### src/hw/rtl/touch_wheel_gesture_tracker_macros.svh
// Assertion helpers shared by the RTL files.
`ifndef TOUCH_WHEEL_GESTURE_TRACKER_MACROS_SVH
`define TOUCH_WHEEL_GESTURE_TRACKER_MACROS_SVH

// Check a condition at every clock edge out of reset.
`define TWGT_ASSERT_ALWAYS(lbl, cond, msg) \
  lbl: assert property (@(posedge clk) disable iff (!rst_n) (cond)) else $error(msg);

// Check a consequence in the same cycle.
`define TWGT_ASSERT_IMPLY(lbl, ante, cons, msg) \
  lbl: assert property (@(posedge clk) disable iff (!rst_n) (ante) |-> (cons)) else $error(msg);

// Check a consequence in the following cycle.
`define TWGT_ASSERT_NEXT(lbl, ante, cons, msg) \
  lbl: assert property (@(posedge clk) disable iff (!rst_n) (ante) |=> (cons)) else $error(msg);

`endif

### src/hw/rtl/twgt_pkg.sv
package twgt_pkg;

  localparam int AVG_SAMPLES = 4;
  localparam int SLOT_W      = (AVG_SAMPLES > 1) ? $clog2(AVG_SAMPLES) : 1;
  localparam int MAG_W       = $clog2(AVG_SAMPLES * 128 + 1);
  localparam int TOT_W       = MAG_W + 1;
  localparam int STEP_W      = 9;
  localparam int RECIP_SH    = 16;
  localparam int RECIP_W     = RECIP_SH + 1;
  localparam int RECIP       = ((2 ** RECIP_SH) + AVG_SAMPLES - 1) / AVG_SAMPLES;
  localparam int PROD_W      = MAG_W + RECIP_W;

  localparam logic [SLOT_W-1:0] SLOT_LAST = SLOT_W'(AVG_SAMPLES - 1);

  localparam int RES_DEPTH = 4;
  localparam int RES_PTR_W = 2;
  localparam int RES_CNT_W = 3;

  localparam int IN_W       = 48;
  localparam int OUT_W      = 48;
  localparam int CFG_ADDR_W = 5;
  localparam int CFG_DATA_W = 32;
  localparam int REG_IDX_W  = 3;

  localparam logic [REG_IDX_W-1:0] REG_NOTIFY     = 3'd0;
  localparam logic [REG_IDX_W-1:0] REG_LEFT       = 3'd1;
  localparam logic [REG_IDX_W-1:0] REG_TOP        = 3'd2;
  localparam logic [REG_IDX_W-1:0] REG_RIGHT      = 3'd3;
  localparam logic [REG_IDX_W-1:0] REG_BOTTOM     = 3'd4;
  localparam logic [REG_IDX_W-1:0] REG_HALF_WIDTH = 3'd5;
  localparam logic [REG_IDX_W-1:0] REG_PEAK_LIMIT = 3'd6;

  typedef logic signed [STEP_W-1:0] step_t;
  typedef logic signed [TOT_W-1:0]  tot_t;

  typedef enum logic [2:0] {
    EV_NONE       = 3'd0,
    EV_TOUCH_DOWN = 3'd1,
    EV_TOUCH_UP   = 3'd2,
    EV_SLIDE      = 3'd3,
    EV_TAP_LEFT   = 3'd4,
    EV_TAP_TOP    = 3'd5,
    EV_TAP_RIGHT  = 3'd6,
    EV_TAP_BOTTOM = 3'd7
  } event_kind_t;

  typedef struct packed {
    logic       notify;
    logic [7:0] left_center;
    logic [7:0] top_center;
    logic [7:0] right_center;
    logic [7:0] bottom_center;
    logic [7:0] half_width;
    logic [7:0] peak_limit;
  } cfg_t;

  typedef struct packed {
    event_kind_t        kind;
    logic [7:0]         position;
    logic signed [7:0]  delta;
    logic [31:0]        duration;
    logic               last;
  } result_t;

  typedef struct packed {
    logic [1:0] cnt;
    result_t    r0;
    result_t    r1;
  } push_t;

  function automatic logic near_zone(logic [7:0] pos, logic [7:0] center,
                                     logic [7:0] half_width);
    logic signed [8:0] d;
    logic [8:0]        a;
    d = $signed({1'b0, pos}) - $signed({1'b0, center});
    a = d[8] ? 9'(-d) : 9'(d);
    return a < {1'b0, half_width};
  endfunction

endpackage

### src/hw/rtl/touch_wheel_gesture_tracker.sv
// Channel   Ports                        Payload (low bit first)
// in        in_tvalid/in_tready          change_active, touch_present, wheel_position, now_ms
// out       out_tvalid/out_tready        position, smoothed_delta, duration_ms; kind in tuser
// cfg       cfg_psel/penable/pwrite      7 registers at byte address 4*i
//
// A poll is updated from the input register once the queue has room, and its results are
// written into the queue in that cycle; polls enter one per cycle while the queue has room.
// The output moves one result per cycle while out_tready is high; two results leave in turn.
// Reset is synchronous; a valid bit per ring entry makes the step ring read as zero.
// Once three results wait in the four-entry queue, hold the poll in the input register
// and drop in_tready until out_tready drains the queue.
module touch_wheel_gesture_tracker (
  input  logic                              clk,
  input  logic                              rst_n,
  input  logic                              in_tvalid,
  output logic                              in_tready,
  // change_active[0], touch_present[1], wheel_position[9:2], now_ms[41:10]
  input  logic [twgt_pkg::IN_W-1:0]         in_tdata,
  output logic                              out_tvalid,
  input  logic                              out_tready,
  // position[7:0], smoothed_delta[15:8], duration_ms[47:16]
  output logic [twgt_pkg::OUT_W-1:0]        out_tdata,
  // event_kind[2:0]
  output logic [2:0]                        out_tuser,
  output logic                              out_tlast,
  input  logic                              cfg_psel,
  input  logic                              cfg_penable,
  input  logic                              cfg_pwrite,
  input  logic [twgt_pkg::CFG_ADDR_W-1:0]   cfg_paddr,
  input  logic [twgt_pkg::CFG_DATA_W-1:0]   cfg_pwdata,
  output logic [twgt_pkg::CFG_DATA_W-1:0]   cfg_prdata,
  output logic                              cfg_pready
);
  import twgt_pkg::*;

  cfg_t  cfg;
  push_t push;
  logic  space_ok;

  twgt_cfg_regs u_cfg (
    .clk         (clk),
    .rst_n       (rst_n),
    .cfg_psel    (cfg_psel),
    .cfg_penable (cfg_penable),
    .cfg_pwrite  (cfg_pwrite),
    .cfg_paddr   (cfg_paddr),
    .cfg_pwdata  (cfg_pwdata),
    .cfg_prdata  (cfg_prdata),
    .cfg_pready  (cfg_pready),
    .cfg         (cfg)
  );

  twgt_core u_core (
    .clk       (clk),
    .rst_n     (rst_n),
    .cfg       (cfg),
    .in_tvalid (in_tvalid),
    .in_tready (in_tready),
    .in_tdata  (in_tdata),
    .space_ok  (space_ok),
    .push      (push)
  );

  twgt_result_fifo u_fifo (
    .clk        (clk),
    .rst_n      (rst_n),
    .push       (push),
    .space_ok   (space_ok),
    .out_tvalid (out_tvalid),
    .out_tready (out_tready),
    .out_tdata  (out_tdata),
    .out_tuser  (out_tuser),
    .out_tlast  (out_tlast)
  );

endmodule

### src/hw/rtl/twgt_ring_ram.sv
`include "touch_wheel_gesture_tracker_macros.svh"

module twgt_ring_ram (
  input  logic                          clk,
  input  logic                          rst_n,
  input  logic [twgt_pkg::SLOT_W-1:0]   rd_addr,
  input  logic                          wr_en,
  input  logic [twgt_pkg::SLOT_W-1:0]   wr_addr,
  input  twgt_pkg::step_t               wr_data,
  output twgt_pkg::step_t               rd_data
);
  import twgt_pkg::*;

  step_t                  mem [AVG_SAMPLES];
  logic [AVG_SAMPLES-1:0] valid_r;
  step_t                  rd_data_r;
  logic                   rd_hit_r;
  logic                   bypass;

  assign bypass  = wr_en && (wr_addr == rd_addr);
  assign rd_data = rd_hit_r ? rd_data_r : '0;

  always_ff @(posedge clk) begin
    if (wr_en) begin
      mem[wr_addr] <= wr_data;
    end
    rd_data_r <= bypass ? wr_data : mem[rd_addr];
  end

  always_ff @(posedge clk) begin
    if (!rst_n) begin
      valid_r  <= '0;
      rd_hit_r <= 1'b0;
    end else begin
      if (wr_en) begin
        valid_r[wr_addr] <= 1'b1;
      end
      rd_hit_r <= bypass || valid_r[rd_addr];
    end
  end

  `TWGT_ASSERT_NEXT(a_ram_valid_set, wr_en, valid_r[$past(wr_addr)], "ring entry not marked valid")
  `TWGT_ASSERT_NEXT(a_ram_bypass, bypass, rd_hit_r && (rd_data_r == $past(wr_data)), "ring bypass lost")

endmodule

### src/hw/rtl/twgt_result_fifo.sv
`include "touch_wheel_gesture_tracker_macros.svh"

module twgt_result_fifo (
  input  logic                            clk,
  input  logic                            rst_n,
  input  twgt_pkg::push_t                 push,
  output logic                            space_ok,
  output logic                            out_tvalid,
  input  logic                            out_tready,
  output logic [twgt_pkg::OUT_W-1:0]      out_tdata,
  output logic [2:0]                      out_tuser,
  output logic                            out_tlast
);
  import twgt_pkg::*;

  result_t                mem [RES_DEPTH];
  logic [RES_PTR_W-1:0]   wp_r, wp_nxt;
  logic [RES_PTR_W-1:0]   rp_r, rp_nxt;
  logic [RES_CNT_W-1:0]   cnt_r, cnt_nxt;
  logic                   pop;
  result_t                head;

  assign pop        = (cnt_r != '0) && out_tready;
  assign space_ok   = cnt_r <= RES_CNT_W'(RES_DEPTH - 2);
  assign head       = mem[rp_r];
  assign out_tvalid = cnt_r != '0;
  assign out_tdata  = {head.duration, head.delta, head.position};
  assign out_tuser  = head.kind;
  assign out_tlast  = head.last;

  always_comb begin
    wp_nxt  = wp_r + RES_PTR_W'(push.cnt);
    rp_nxt  = rp_r + RES_PTR_W'(pop);
    cnt_nxt = cnt_r + RES_CNT_W'(push.cnt) - RES_CNT_W'(pop);
  end

  always_ff @(posedge clk) begin
    if (push.cnt != 2'd0) begin
      mem[wp_r] <= push.r0;
    end
    if (push.cnt == 2'd2) begin
      mem[wp_r + 1'b1] <= push.r1;
    end
  end

  always_ff @(posedge clk) begin
    if (!rst_n) begin
      wp_r  <= '0;
      rp_r  <= '0;
      cnt_r <= '0;
    end else begin
      wp_r  <= wp_nxt;
      rp_r  <= rp_nxt;
      cnt_r <= cnt_nxt;
    end
  end

  `TWGT_ASSERT_ALWAYS(a_fifo_bound, cnt_r <= RES_CNT_W'(RES_DEPTH), "result queue overflow")
  `TWGT_ASSERT_IMPLY(a_fifo_push_room, push.cnt != 2'd0, space_ok, "push without room")

endmodule

### src/hw/rtl/twgt_cfg_regs.sv
module twgt_cfg_regs (
  input  logic                              clk,
  input  logic                              rst_n,
  input  logic                              cfg_psel,
  input  logic                              cfg_penable,
  input  logic                              cfg_pwrite,
  input  logic [twgt_pkg::CFG_ADDR_W-1:0]   cfg_paddr,
  input  logic [twgt_pkg::CFG_DATA_W-1:0]   cfg_pwdata,
  output logic [twgt_pkg::CFG_DATA_W-1:0]   cfg_prdata,
  output logic                              cfg_pready,
  output twgt_pkg::cfg_t                    cfg
);
  import twgt_pkg::*;

  cfg_t                 cfg_r;
  logic                 wr;
  logic [REG_IDX_W-1:0] idx;

  assign cfg_pready = 1'b1;
  assign wr         = cfg_psel && cfg_penable && cfg_pwrite;
  assign idx        = cfg_paddr[CFG_ADDR_W-1:2];
  assign cfg        = cfg_r;

  always_ff @(posedge clk) begin
    if (!rst_n) begin
      cfg_r.notify        <= 1'b0;
      cfg_r.left_center   <= 8'd140;
      cfg_r.top_center    <= 8'd220;
      cfg_r.right_center  <= 8'd35;
      cfg_r.bottom_center <= 8'd90;
      cfg_r.half_width    <= 8'd10;
      cfg_r.peak_limit    <= 8'd1;
    end else if (wr) begin
      case (idx)
        REG_NOTIFY:     cfg_r.notify        <= cfg_pwdata[0];
        REG_LEFT:       cfg_r.left_center   <= cfg_pwdata[7:0];
        REG_TOP:        cfg_r.top_center    <= cfg_pwdata[7:0];
        REG_RIGHT:      cfg_r.right_center  <= cfg_pwdata[7:0];
        REG_BOTTOM:     cfg_r.bottom_center <= cfg_pwdata[7:0];
        REG_HALF_WIDTH: cfg_r.half_width    <= cfg_pwdata[7:0];
        REG_PEAK_LIMIT: cfg_r.peak_limit    <= cfg_pwdata[7:0];
        default: ;
      endcase
    end
  end

  always_comb begin
    case (idx)
      REG_NOTIFY:     cfg_prdata = CFG_DATA_W'(cfg_r.notify);
      REG_LEFT:       cfg_prdata = CFG_DATA_W'(cfg_r.left_center);
      REG_TOP:        cfg_prdata = CFG_DATA_W'(cfg_r.top_center);
      REG_RIGHT:      cfg_prdata = CFG_DATA_W'(cfg_r.right_center);
      REG_BOTTOM:     cfg_prdata = CFG_DATA_W'(cfg_r.bottom_center);
      REG_HALF_WIDTH: cfg_prdata = CFG_DATA_W'(cfg_r.half_width);
      REG_PEAK_LIMIT: cfg_prdata = CFG_DATA_W'(cfg_r.peak_limit);
      default:        cfg_prdata = '0;
    endcase
  end

endmodule

### src/hw/rtl/twgt_core.sv
`include "touch_wheel_gesture_tracker_macros.svh"

module twgt_core (
  input  logic                        clk,
  input  logic                        rst_n,
  input  twgt_pkg::cfg_t              cfg,
  input  logic                        in_tvalid,
  output logic                        in_tready,
  input  logic [twgt_pkg::IN_W-1:0]   in_tdata,
  input  logic                        space_ok,
  output twgt_pkg::push_t             push
);
  import twgt_pkg::*;

  logic                item_v_r;
  logic                chg_r;
  logic                tch_r;
  logic [7:0]          pos_r;
  logic [31:0]         now_r;

  logic                dragging_r, dragging_nxt;
  logic [7:0]          stored_r, stored_nxt;
  logic [31:0]         start_r, start_nxt;
  logic [7:0]          peak_r, peak_nxt;
  logic [SLOT_W-1:0]   slot_r, slot_nxt;
  tot_t                total_r, total_nxt;

  logic                fire;
  logic                ring_we;
  step_t               ring_entry;
  logic signed [9:0]   diff;
  step_t               step;
  tot_t                new_total;
  tot_t                abs_total;
  logic [MAG_W-1:0]    mag;
  logic [PROD_W-1:0]   prod;
  logic [7:0]          quo;
  logic [7:0]          new_peak;
  logic signed [7:0]   avg;
  logic [SLOT_W-1:0]   slot_inc;
  logic [31:0]         dur;
  event_kind_t         tap_kind;

  assign fire      = item_v_r && space_ok;
  assign in_tready = !item_v_r || fire;

  always_ff @(posedge clk) begin
    if (!rst_n) begin
      item_v_r <= 1'b0;
    end else if (in_tready) begin
      item_v_r <= in_tvalid;
    end
  end

  always_ff @(posedge clk) begin
    if (in_tvalid && in_tready) begin
      chg_r <= in_tdata[0];
      tch_r <= in_tdata[1];
      pos_r <= in_tdata[9:2];
      now_r <= in_tdata[41:10];
    end
  end

  twgt_ring_ram u_ring (
    .clk     (clk),
    .rst_n   (rst_n),
    .rd_addr (slot_nxt),
    .wr_en   (ring_we),
    .wr_addr (slot_r),
    .wr_data (step),
    .rd_data (ring_entry)
  );

  always_comb begin
    diff = $signed({2'b00, pos_r}) - $signed({2'b00, stored_r});
    if (diff < -10'sd128) begin
      step = STEP_W'(diff + 10'sd255);
    end else if (diff > 10'sd128) begin
      step = STEP_W'(diff - 10'sd255);
    end else begin
      step = STEP_W'(diff);
    end
    new_total = total_r - tot_t'(ring_entry) + tot_t'(step);
    abs_total = new_total[TOT_W-1] ? -new_total : new_total;
    mag       = abs_total[MAG_W-1:0];
    prod      = PROD_W'(mag) * PROD_W'(RECIP);
    quo       = prod[RECIP_SH +: 8];
    new_peak  = (quo > peak_r) ? quo : peak_r;
    if (new_total[TOT_W-1]) begin
      avg = -$signed(quo);
    end else if (quo[7]) begin
      avg = 8'sd127;
    end else begin
      avg = $signed(quo);
    end
    slot_inc = (slot_r == SLOT_LAST) ? '0 : slot_r + 1'b1;
    dur      = now_r - start_r;
    if (near_zone(stored_r, cfg.left_center, cfg.half_width)) begin
      tap_kind = EV_TAP_LEFT;
    end else if (near_zone(stored_r, cfg.top_center, cfg.half_width)) begin
      tap_kind = EV_TAP_TOP;
    end else if (near_zone(stored_r, cfg.right_center, cfg.half_width)) begin
      tap_kind = EV_TAP_RIGHT;
    end else if (near_zone(stored_r, cfg.bottom_center, cfg.half_width)) begin
      tap_kind = EV_TAP_BOTTOM;
    end else begin
      tap_kind = EV_NONE;
    end
  end

  always_comb begin
    dragging_nxt = dragging_r;
    stored_nxt   = stored_r;
    start_nxt    = start_r;
    peak_nxt     = peak_r;
    slot_nxt     = slot_r;
    total_nxt    = total_r;
    ring_we      = 1'b0;
    push         = '0;
    if (fire) begin
      if (!chg_r || !tch_r) begin
        if (dragging_r) begin
          push.cnt         = 2'd1;
          push.r0.kind     = EV_TOUCH_UP;
          push.r0.position = stored_r;
          push.r0.duration = dur;
          if (peak_r <= cfg.peak_limit && tap_kind != EV_NONE) begin
            push.cnt         = 2'd2;
            push.r1.kind     = tap_kind;
            push.r1.position = stored_r;
            push.r1.duration = dur;
          end
          dragging_nxt = 1'b0;
          peak_nxt     = '0;
        end
        if (!chg_r) begin
          stored_nxt = '0;
        end
      end else if (!dragging_r) begin
        stored_nxt       = pos_r;
        dragging_nxt     = 1'b1;
        start_nxt        = now_r;
        peak_nxt         = '0;
        push.cnt         = 2'd1;
        push.r0.kind     = EV_TOUCH_DOWN;
        push.r0.position = pos_r;
      end else begin
        ring_we          = 1'b1;
        total_nxt        = new_total;
        slot_nxt         = slot_inc;
        stored_nxt       = pos_r;
        peak_nxt         = new_peak;
        push.cnt         = 2'd1;
        push.r0.kind     = (new_peak > cfg.peak_limit) ? EV_SLIDE : EV_TOUCH_DOWN;
        push.r0.position = pos_r;
        push.r0.delta    = avg;
      end
    end
    if (!cfg.notify) begin
      push.cnt = 2'd0;
    end
    if (push.cnt == 2'd1) begin
      push.r0.last = 1'b1;
    end
    if (push.cnt == 2'd2) begin
      push.r1.last = 1'b1;
    end
  end

  always_ff @(posedge clk) begin
    if (!rst_n) begin
      dragging_r <= 1'b0;
      stored_r   <= '0;
      start_r    <= '0;
      peak_r     <= '0;
      slot_r     <= '0;
      total_r    <= '0;
    end else begin
      dragging_r <= dragging_nxt;
      stored_r   <= stored_nxt;
      start_r    <= start_nxt;
      peak_r     <= peak_nxt;
      slot_r     <= slot_nxt;
      total_r    <= total_nxt;
    end
  end

  `TWGT_ASSERT_NEXT(a_slot_hold, !ring_we, $stable(slot_r) && $stable(total_r), "ring moved off step")
  `TWGT_ASSERT_IMPLY(a_step_drag, ring_we, fire && dragging_r, "ring write outside a drag")
  `TWGT_ASSERT_ALWAYS(a_peak_range, peak_r <= 8'd128, "peak out of range")

endmodule

### config.mk
export PLATFORM = sky130hd
export DESIGN_NAME = touch_wheel_gesture_tracker
export DESIGN_NICKNAME = d
export VERILOG_FILES = /design/src/hw/rtl/twgt_pkg.sv /design/src/hw/rtl/touch_wheel_gesture_tracker.sv /design/src/hw/rtl/twgt_ring_ram.sv /design/src/hw/rtl/twgt_result_fifo.sv /design/src/hw/rtl/twgt_cfg_regs.sv /design/src/hw/rtl/twgt_core.sv
export VERILOG_INCLUDE_DIRS = /design/src /design/src/hw/rtl
export SDC_FILE = /design/constraint.sdc
export NUM_CORES = 1
export LEC_CHECK = 0
export CORE_ASPECT_RATIO = 0.8
export CORE_UTILIZATION = 50
export DETAILED_ROUTE_END_ITERATION = 12
export DONT_BUFFER_PORTS = 1
export SLEW_MARGIN = 40
export SYNTH_ARGS = -nofsm -noshare
export SYNTH_HDL_FRONTEND = slang
export SYNTH_SLANG_ARGS = --single-unit
### constraint.sdc
create_clock -name clk -period 10.32 [get_ports clk]
set_clock_uncertainty 0.1 [all_clocks]
set_input_delay 2.064 -clock clk [delete_from_list [all_inputs] [get_ports clk]]
set_output_delay 2.064 -clock clk [all_outputs]
set_load 0.05 [all_outputs]
==> run metrics <==
CTS tree built; area added between synthesis and finish 8.36%; Final setup viols 0; max cap viols 0; CTS Root Cell clkbuf_16; Placed Area 0.0243 mm2; Post-Synthesis Cells 2305; post-synth top area cell edfxtp_1; hold_buf cts 0; die extent in y between 150 and 200 um; Leak 0.00861 uW; Post-CTS Resized 0; Slew Limit Headroom 0.433; power density cells approximately 230 mW/mm2; CP max stage delay between 0.5 and 0.6 ns; # DRC 0; CTS Buf Count 44; Critical Path AT roughly 10 ns; gpl congestion around 0.9; clk slew on worst S/H paths 0.07 ns; most frequent cell after synthesis nor2_1; Post-CTS Setup Bufs 0; Post-Syn Area 0.0237 mm2; # rows 70; largest cells by area after synthesis edfxtp_1 (32%), dfxtp_1 (14%), ha_1 (8.1%); H-tree levels 2; status finished clean; Total GRT Usage 0.260; Critical Path RT 10.51 ns; unrepaired setup endpoints after global routing false; pin count of the biggest net entering global routing 60; synthesized flop and latch total 419; Worst Tran Pin Value 0.827 ns; Ys Warns 0; die area 0.0483 mm2; Synth async-reset ratio 0; clock buffer depth 3; global-route wire length before repair 96100 um; crit path capture type flip-flop; Seq. cell area 0.0109 mm2; vias 17400; Die Width 245 um; delay-heaviest family, CP compound AO/OA/AOI/OAI gates; CP Buf/Inv Count 4; maximum vdd drop 209 uV; Yosys top cell area share 0.322; post-DP HPWL 44600 um; TritonRoute pass-1 iters 5; most common library cells after synthesis nor2_1 (255), edfxtp_1 (254), nand2_1 (244); Min Clock Period, post-route 9.52 ns; number of global-route vias before repair roughly 16000; initial DRC count about 1400; routed len/inst 21.5 um; Ant. Diodes 0; initial antenna violation count 2; part of the Yosys area used for sequential elements 0.461; fmax 105 MHz; Slowest cell on crit path dfxtp_1; Top FF cell, synth edfxtp_1; Setup Total Neg Slack 0 ns; Core Box Area 0.0462 mm2; path type of the worst min-delay path flip-flop to flip-flop; nets 2546; fin crit share 0.923; Congestion Overflow GR 0; area of the multi-input gates 0.0118 mm2; EDFF count, synth 254; Via density 5.92; nature of the critical path startpoint flip-flop; clock latency at the later pin of the worst-skew pair 0.57 ns; fill count just over 4000; Slew Viols, Final 0; crit-path most repeated cell o21a_1; fraction of layout cells with a size suffix above 1 0.103; Starting Density 0.512; Final Cell Area roughly 0.026 mm2; I/O Buffers 0; CTS sink count 419; Final ANT Viol Nets 0; Netlist cell types a little under 100; critical path class flip-flop to flip-flop; # IOs 179; Hold Fails Final Rpt 0; syn avg cell area 10.3 um2; Max FO, Critical Path 10; Routed WL 63000 um
-- final cells by class --
cell class	count	area share
multi-input cells	1636	0.459
inverters	150	0.0221
clock buffers	60	0.0468
clock inverters	21	0.00682
flip-flops and latches	419	0.426
repair buffers	33	0.00980
well taps	612	0.0298
-- cells in the final DEF, fill, tap and decap left out, drive strengths merged, types with 9 or more instances in the layout --
cell type,n
buf,33
xnor2,58
nor3,36
a32o,17
fa,17
mux2i,34
nand3,32
nor2,280
nand2b,26
inv,151
o211ai,23
o22ai,30
mux4,53
nand4,11
a31oi,23
mux2,9
conb,25
o31ai,11
dfxtp,165
and2,29
o21a,22
edfxtp,254
and3,16
o2bb2ai,12
nand2,244
xor2,40
a22oi,13
a21o,21
o31a,10
ha,153
a221oi,11
clkbuf,60
nor2b,21
or3,11
o21ai,67
a211oi,24
clkinv,17
a21oi,168
-- tightest hold or removal path: stages, from the launching register on --
cell and delay [ns]:
dfxtp_1 0.30, nand2_1 0.05, a21oi_1 0.05
-- power by group --
group | leakage [uW] | switching, uW | internal, uW
Sequential | 0.00341 | 39.2 | 1810
Combinational | 0.00454 | 1540 | 971
Clock | 0.000672 | 668 | 869
-- flip-flops by register name, summed over array words and instances, names as in the netlist, 2 cells and up --
name / flops
u_fifo.wp_r: 2
u_core.peak_r: 8
u_core.slot_r: 2
u_core.u_ring.rd_data_r: 9
u_fifo.mem: 208
u_core.stored_r: 8
u_core.u_ring.mem: 36
u_fifo.cnt_r: 3
u_core.pos_r: 8
u_core.start_r: 32
u_core.u_ring.valid_r: 4
u_cfg.cfg: 49
u_core.now_r: 32
u_core.total_r: 11
u_fifo.rp_r: 2
-- per-layer routing --
| metal | track usage | up-vias | wire [um] |
|---|---|---|---|
| met4 | 0.0518 | 0 | 898 |
| li1 | - | 8244 | - |
| met3 | 0.0489 | 66 | 4980 |
| met1 | 0.406 | 8543 | 30900 |
| met2 | 0.374 | 500 | 26200 |
| met5 | 0 | - | 0 |
-- stage by stage --
step / worst slack (ns) / total power, uW / hold slack [ns] / std cells / util
after global placement: 0.590 / 4350 / 0.340 / 2849 / 0.524
after global routing: 0.189 / 6250 / 0.370 / 2931 / 0.555
after floorplan: 1.54 / 3790 / 0.327 / 2328 / -
final: 0.798 / 5900 / 0.352 / 2931 / 0.555
after CTS: 0.458 / 5930 / 0.355 / 2931 / 0.555
after detailed placement: 0.530 / 4390 / 0.345 / 2850 / 0.525
-- cell families after synthesis --
| kind of cell | after synthesis | share of synthesized area |
|---|---|---|
| xor+xnor | 99 | 0.0372 |
| simple gates | 733 | 0.141 |
| other cells | 2 | 0.000317 |
| buf+inv | 273 | 0.0503 |
| compound gates | 513 | 0.146 |
| fa+ha+maj | 170 | 0.0952 |
| flops | 419 | 0.461 |
| mux | 96 | 0.0690 |
-- worst paths after layout --
check                                                startpoint                              end  slack, ns  cells after the start
worst max register to register  u_core.stored_r[2]$_SDFFE_PN0P_      u_fifo.mem[0][50]$_DFFE_PP_       0.80                     37
worst min register to register  u_core.start_r[13]$_SDFFE_PN0P_  u_core.start_r[13]$_SDFFE_PN0P_       0.35                      2
worst max-delay path            u_core.stored_r[2]$_SDFFE_PN0P_      u_fifo.mem[0][50]$_DFFE_PP_       0.80                     37
worst min-delay path            u_core.start_r[13]$_SDFFE_PN0P_  u_core.start_r[13]$_SDFFE_PN0P_       0.35                      2
Note: power is estimated with default switching activity, not from simulation.
